File: config.mk
export PLATFORM = sky130hd
export DESIGN_NAME = rrpq_cell
export DESIGN_NICKNAME = d
export VERILOG_FILES = /design/src/hw/rtl/rrpq_pkg.sv /design/src/hw/rtl/rrpq_cell.sv
export SDC_FILE = /design/constraint.sdc
export NUM_CORES = 1
export LEC_CHECK = 0
export ABC_CLOCK_PERIOD_IN_PS = 4890
export CAP_MARGIN = 30
export CORE_AREA = 4 4 95 97
export DETAILED_ROUTE_END_ITERATION = 10
export DIE_AREA = 0 0 99 101
export DONT_BUFFER_PORTS = 1
export SYNTH_ARGS = -nofsm -noshare
export SYNTH_HDL_FRONTEND = slang
export SYNTH_SLANG_ARGS = --single-unit
export TNS_END_PERCENT = 50
File: constraint.sdc
create_clock -name i_clk -period 4.89 [get_ports i_clk]
set_clock_uncertainty 0.05 [all_clocks]
set_input_delay 1.2225 -clock i_clk [delete_from_list [all_inputs] [get_ports i_clk]]
set_output_delay 1.2225 -clock i_clk [all_outputs]
set_load 0.05 [all_outputs]
File: src/hw/rtl/rrpq_pkg.sv
// ----------------------------------------------------------------------------
// rrpq_pkg: shared types and constants of the ranked record priority queue
// Holds the record layout, the opcodes, the per-cycle control bundle handed
// to every cell and the ranking function.
// ----------------------------------------------------------------------------
package rrpq_pkg;

    localparam int FIELD_W = 16;
    localparam int REC_W   = 3 * FIELD_W;

    localparam logic [1:0] OP_PUSH = 2'd0;
    localparam logic [1:0] OP_PEEK = 2'd1;
    localparam logic [1:0] OP_POP  = 2'd2;
    localparam logic [1:0] OP_LOAD = 2'd3;

    typedef struct packed {
        logic [FIELD_W-1:0] tag;
        logic [FIELD_W-1:0] roll;
        logic [FIELD_W-1:0] marks;
    } t_rec;

    // Broadcast to all cells in the cycle an item is transferred.
    typedef struct packed {
        logic push;
        logic pop;
        t_rec rec;
    } t_cell_ctl;

    // True when record a ranks strictly above record b.
    function automatic logic ranks_above(input t_rec a, input t_rec b);
        logic res;
        if (a.marks != b.marks) begin
            res = (a.marks > b.marks);
        end else begin
            res = (a.roll < b.roll);
        end
        return res;
    endfunction

endpackage

File: src/hw/rtl/rrpq_cell.sv
// ----------------------------------------------------------------------------
// rrpq_cell: one slot of the sorted record line
// Compares the incoming record with its own, then keeps its record, takes the
// new one, takes its left neighbor's (insert shift) or its right one's (pop).
// ----------------------------------------------------------------------------
module rrpq_cell #(
    parameter int CNT_W = 7,
    parameter int IDX   = 0
) (
    input  logic                i_clk,
    input  rrpq_pkg::t_cell_ctl i_ctl,
    input  logic [CNT_W-1:0]    i_count,
    input  rrpq_pkg::t_rec      i_left_rec,
    input  logic                i_left_gt,
    input  rrpq_pkg::t_rec      i_right_rec,
    output rrpq_pkg::t_rec      o_rec,
    output logic                o_gt,
    output rrpq_pkg::t_rec      o_next_rec
);

    rrpq_pkg::t_rec r_rec;
    rrpq_pkg::t_rec n_rec;
    logic           w_occupied;

    // Free cells always accept the new record, so the insert point is the
    // first cell whose flag is set.
    assign w_occupied = (CNT_W'(IDX) < i_count);
    assign o_gt       = !w_occupied || rrpq_pkg::ranks_above(i_ctl.rec, r_rec);

    always_comb begin
        n_rec = r_rec;
        if (i_ctl.push && o_gt) begin
            n_rec = i_left_gt ? i_left_rec : i_ctl.rec;
        end else if (i_ctl.pop) begin
            n_rec = i_right_rec;
        end
    end

    always_ff @(posedge i_clk) begin
        r_rec <= n_rec;
    end

    assign o_rec      = r_rec;
    assign o_next_rec = n_rec;

endmodule

==> metrics.md, run 1 <==
| Metric | Value |
|---|---|
| Iter 0 DRT Violations | 45 |
| WP depth | 9 |
| Hold_ws | roughly 0.73 ns |
| Cell Area, Synth | 3330 µm² |
| Max-slew violations | 0 |
| DIE HEIGHT | slightly above 100 µm |
| Flip-flop and latch count after synthesis | 48 |
| Width of the die | roughly 100 µm |
| Critical path's slowest cell | buf_4 |
| Crit-path max FO | 26 |
| GRT overflow | 0 |
| Crit share post-route | 0.972 |
| CP delay by family, top | buffers and inverters |
| Register area share after synthesis | 0.289 |
| Status | completed |
| Layout fillers | 769 |
| Antenna fix cells | 0 |
| HP Class | flop to flop |
| Critical path buffers and inverters | 2 |
| Cells along the critical path | ha_1, nand4_1, nor3_1, o2111ai_1, o2111ai_1, a41o_2, buf_4, mux2i_1, buf_4 |
| Core area | about 8100 µm² |
| Worst VDD drop | roughly 0.00031 V |
| CTS tree | yes |
| Clock Latency Late Sink | 0.30 ns |
| Final Power | 2.35 mW |
| Worst path max stage delay | 0.39 ns |
| Setup violations, final | 0 |
| Initial core utilization | 0.409 |
| Layout cell share with drive strength beyond 1 | 0.229 |
| Max Cap Viol | 0 |
| Vias in the first global route | 2918 |
| Min Tclk post-route | between 4 and 5 ns |
| Rel. slew slack | 0.613 |
| Post-DRT Antenna Nets | 0 |
| Synth top area share | 0.433 |
| CP endpoint | o_next_rec[29] |
| H-tree levels | 2 |
| Drt total wl | a little under 10000 µm |
| Reg-to-Reg End | o_rec[21] |
| Reg2Reg Launch Point | o_rec[30] |
| YS warnings | 0 |
| Placed inst area | 3950 µm² |
| Row Count | 33 |
| R2r setup slk | 1.96 ns |
| Area contributors post-synth | mux2i_1, dfxtp_1, ha_1 |
| Largest area contributor in the synthesized netlist | mux2i_1 |
| DIE AREA | 10000 µm² |
| Worst setup path class | primary input to output port |
| Worst EP arrival | about 3.5 ns |
| Pwr/cell area | 582 nW/µm² |
| Total GRT Usage | 0.186 |
| Most frequent cells after synthesis | mux2i_1, dfxtp_1, inv_1, ha_1, clkbuf_1 |
| Area growth, synth to finish | 21.5% |
| Register Area | 961 µm² |
| Distinct cells, synth | 29 |
| RSZ-0062 raised after global routing | true |
| Final hold vios | 0 |
| CP endpoint kind | output port |
| Least-Margin Pin Slew | 0.580 ns |
| Initial DRT Pass Iterations | 3 |
| Final instance area | 4050 µm² |
| CP required | 3.62 ns |
| Post-CTS Repair Setup Buffers | 0 |
| Root Driver | clkbuf_8 |
| Max FFs per register | 48 |
| Inserted Clock Buffers | 5 |
| Final setup TNS | 0 ns |
| Port buffer count | 0 |
| Syn Inst Count | 325 |
| Final net count | 578 |
| CTS sink cnt | 48 |
| Critical path origin | i_ctl[30] |
| Routed vias | 2705 |
| Register-to-Register Path Depth | 11 |
| Hold depth | 3 |
| Largest net degree at the start of global routing | 49 |
| # IOs | 252 |
| Fraction of registers with async set/reset | 0 |
| Vias per std cell | between 5 and 6 |
| Startpoint class of the critical path | primary input |
| Dpl hpwl | 8130 µm |
| Syn avg cell area | 10.2 µm² |
| Clock Tree Buf Depth | 2 |
| Most frequent cell after synthesis | mux2i_1 |
| First-pass GRT wire length | 14900 µm |
| Clock Pin Slew Worst Setup and Hold Paths | approximately 0.090 ns |
| Top FF cell, synth | dfxtp_1 |
| Initial antenna violation count | 0 |
| Post-synth EDFFs | 0 |
| Worst hold start | o_rec[5] |
| Fmax | between 200 and 250 MHz |
| # DRC | 0 |
| Placer Congestion | 0.786 |
| Pleak | 2.31 nW |
| Multi-input gate area in the final layout | about 2200 µm² |
| Avg WL per Cell | 19.8 µm |
| Syn Nets | 511 |
==> timing repair <==
| item | CTS | global route |
|---|---|---|
| setup endpoints to repair | 0 | 6 |
| hold buffers | 0 | 0 |
| gates resized for setup | 0 | 0 |
==> worst min-delay path: stages, from the launching register on <==
cell     delay (ns)
dfxtp_1        0.31
buf_4          0.18
mux2i_1        0.14
mux2i_1        0.10
==> layout by cell type, fill, tap and decap left out, drive strengths merged <==
| master | synthesis | final |
|---|---|---|
| ha | 31 | 31 |
| a41o | 1 | 1 |
| nand4 | 3 | 3 |
| buf | 7 | 78 |
| a21o | 1 | 1 |
| nand2 | 10 | 10 |
| clkbuf | 11 | 7 |
| dfxtp | 48 | 48 |
| o211ai | 1 | 1 |
| clkinvlp | 0 | 1 |
| o21ai | 5 | 5 |
| nor2b | 1 | 1 |
| a21oi | 8 | 8 |
| nor3b | 1 | 1 |
| nor3 | 3 | 3 |
| a211oi | 2 | 2 |
| o2111ai | 3 | 3 |
| inv | 32 | 32 |
| and4 | 4 | 4 |
| mux2i | 144 | 144 |
| nor4 | 1 | 1 |
| nor2 | 4 | 4 |
| nand3 | 2 | 2 |
| a221o | 1 | 1 |
| a21boi | 1 | 1 |
==> area by class of cell <==
type | count | area share
repair buffers | 78 | 0.145
flip-flops and latches | 48 | 0.237
clock inverters | 1 | 0.00186
well taps | 105 | 0.0325
multi-input cells | 227 | 0.532
inverters | 32 | 0.0297
clock buffers | 7 | 0.0213
==> power breakdown <==
group | switching [mW] | internal, mW
clock network | 0.136 | 0.115
registers | 0.229 | 0.503
logic | 0.949 | 0.424
total | 1.31 | 1.04
==> metrics by stage <==
step | setup WS (ns) | std cells | util
6_report | 0.137 | 498 | 0.497
5_1_grt | -0.0267 | 498 | 0.497
4_1_cts | 0.0997 | 498 | 0.497
3_5_place_dp | 0.107 | 490 | 0.486
3_3_place_gp | 0.224 | 490 | 0.486
2_1_floorplan | -0.0535 | 325 | -
==> cells by family (layout without fill, tap and decap cells) <==
logic type | count (synthesis) | count (layout) | synth area share
AO/OA/AOI/OAI | 23 | 23 | 0.0447
flip-flops | 48 | 48 | 0.289
buffers and inverters | 50 | 118 | 0.0646
AND/OR/NAND/NOR | 29 | 29 | 0.0526
multiplexers | 144 | 144 | 0.433
adder cells (fa/ha/maj) | 31 | 31 | 0.116
==> how the worst min path moves through the flow <==
stage                            to  slack [ns]
after floorplan           o_rec[47]        1.17
after global placement     o_rec[6]        0.71
after detailed placement   o_rec[5]        0.72
after CTS                  o_rec[5]        0.73
after global routing       o_rec[5]        0.79
final                      o_rec[5]        0.73
==> layer usage <==
layer	wire, µm	GRT usage	share of wire
met5	0	0	0
met1	3410	0.198	0.35
met3	1020	0.0581	0.10
met2	5340	0.358	0.54
met4	105	0.0399	0.011
Power figures use the tool's default switching activity.
==> run 2, diff against run 1 <==
Settings changed: CORE_AREA 4 4 95 97 to not set, CORE_MARGIN set to 4, CORE_UTILIZATION set to 42, DIE_AREA 0 0 99 101 to not set.
==> run 2 against run 1 <==
Net effect: via count decreased by 2.4%; utilization is 2.0 points higher; fmax increased by 2.9%; die area decreased by 5.8%; sequential power up 8.5%; cell area fell by 1.2%; critical path type unchanged; critical endpoint is now o_next_rec[41]; largest cell class unchanged; largest power group unchanged; highest routed layer unchanged.
==> metrics.md, run 2 (synthesis results as in run 1) <==
| Metric | Value |
|---|---|
| CP endpoint kind | output port |
| Least-Margin Pin Slew | 0.630 ns |
| Worst EP arrival | 3.35 ns |
| Max FFs per register | between 40 and 50 |
| Crit share post-route | 0.944 |
| Pleak | 2.28 nW |
| Clock Latency Late Sink | 0.30 ns |
| Row Count | 32 |
| Setup violations, final | 0 |
| Root Driver | clkbuf_8 |
| Initial antenna violation count | 0 |
| Place WS | around 0.26 ns |
| Post-CTS Repair Setup Buffers | 0 |
| Most frequent cells in the layout | mux2i_1, buf_4, dfxtp_1, inv_1, ha_1 |
| H-tree levels | 2 |
| Status | completed |
| Total GRT Usage | 0.205 |
| Iter 0 DRT Violations | 41 |
| Vias per std cell | between 5 and 6 |
| Startpoint class of the critical path | primary input |
| Core area | 7730 µm² |
| Min Tclk post-route | 4.62 ns |
| Width of the die | 97.0 µm |
| Worst VDD drop | 0.000299 V |
| Vias in the first global route | 2864 |
| RSZ-0062 raised after global routing | false |
| Placed inst area | 3920 µm² |
| Hold_ws | 0.725 ns |
| Hold buffers post-CTS | 0 |
| Placer Congestion | 0.844 |
| Max-slew violations | 0 |
| CP required | 3.62 ns |
| Final Power | about 2.3 mW |
| Fmax | 217 MHz |
| Commonest non-fill, non-tap cell in the layout | mux2i_1 |
| Crit-path max FO | 37 |
| CTS sink cnt | 48 |
| Layout cell share with drive strength beyond 1 | 0.218 |
| # IOs | 252 |
| Avg WL per Cell | roughly 20 µm |
| Final hold vios | 0 |
| First-pass GRT wire length | between 15000 and 20000 µm |
| Worst setup path class | primary input to output port |
| # DRC | 0 |
| DIE AREA | 9420 µm² |
| Rel. slew slack | 0.579 |
| Dpl hpwl | 8060 µm |
| Final net count | 572 |
| Port buffer count | 0 |
| Drt total wl | between 9000 and 10000 µm |
| Clock Tree Buf Depth | 2 |
| Inserted Clock Buffers | 5 |
| Max Cap Viol | 0 |
| Clock Pin Slew Worst Setup and Hold Paths | 0.08 ns |
| Post-DRT Antenna Nets | 0 |
| Initial core utilization | 0.431 |
| Area growth, synth to finish | 20.1% |
| Initial DRT Pass Iterations | 4 |
| Largest net degree at the start of global routing | 49 |
| Antenna fix cells | 0 |
| Post-cts sizing count | 0 |
| Final instance area | 4000 µm² |
| GRT overflow | 0 |
| Fin cells | between 400 and 500 |
| DIE HEIGHT | 97.0 µm |
| CTS tree | yes |
| Routed vias | 2640 |
| DP Cell Count | 481 |
| Pwr/cell area | 581 nW/µm² |
| Final setup margin | about 0.27 ns |
| HP Class | flop to flop |
## run 2: cell count changes in the layout (fill, tap and decap cells not counted)
| cell | previous run | this run |
|---|---|---|
| clkbuf_1 | 1 | 0 |
| buf_4 | 78 | 71 |
| clkbuf_8 | 6 | 5 |
| clkinv_2 | 0 | 1 |
| buf_12 | 0 | 1 |
## run 2: metal layers
metal,up-vias,wire [µm],track usage
li1,1294,-,-
met1,1183,3590,0.217
met2,152,5140,0.378
met3,11,952,0.0779
met4,0,137,0.0518
met5,-,0,0
## run 2: final cells by class
class                      instances  area (µm²)
fill                             717        3730
clock buffer                       5        68.8
tap                              102         128
clock inverter                     2        12.5
sequential                        48         961
multi-input combinational        227        2150
inverter                          32         120
timing repair buffer              72         553
## run 2: final timing paths
| kind | startpoint | to | slack, ns | cells past startpoint |
|---|---|---|---|---|
| min | o_rec[6] | o_rec[6] | 0.73 | 3 |
| min reg2reg | o_rec[6] | o_rec[6] | 0.73 | 3 |
| max reg2reg | o_rec[26] | o_rec[20] | 2.04 | 10 |
| max | i_ctl[30] | o_next_rec[41] | 0.27 | 9 |
## run 2: per-stage QoR
step	setup TNS [ns]	utilization
after floorplan	-1.38	-
after global placement	0	0.507
after detailed placement	0	0.507
after CTS	0	0.517
after global routing	0	0.517
final	0	0.517
## run 2: report_power, final
part	total (mW)	switching (mW)	internal [mW]	leakage, nW
logic	1.30	0.888	0.411	1.84
registers	0.793	0.290	0.503	0.405
clock network	0.231	0.134	0.0972	0.0400
## run 2: critical path: stages
cell,delay (ns)
ha_1,0.27
nand4_1,0.17
nor3_1,0.29
o2111ai_1,0.17
o2111ai_1,0.15
a41o_2,0.27
buf_12,0.28
mux2i_1,0.28
buf_4,0.24
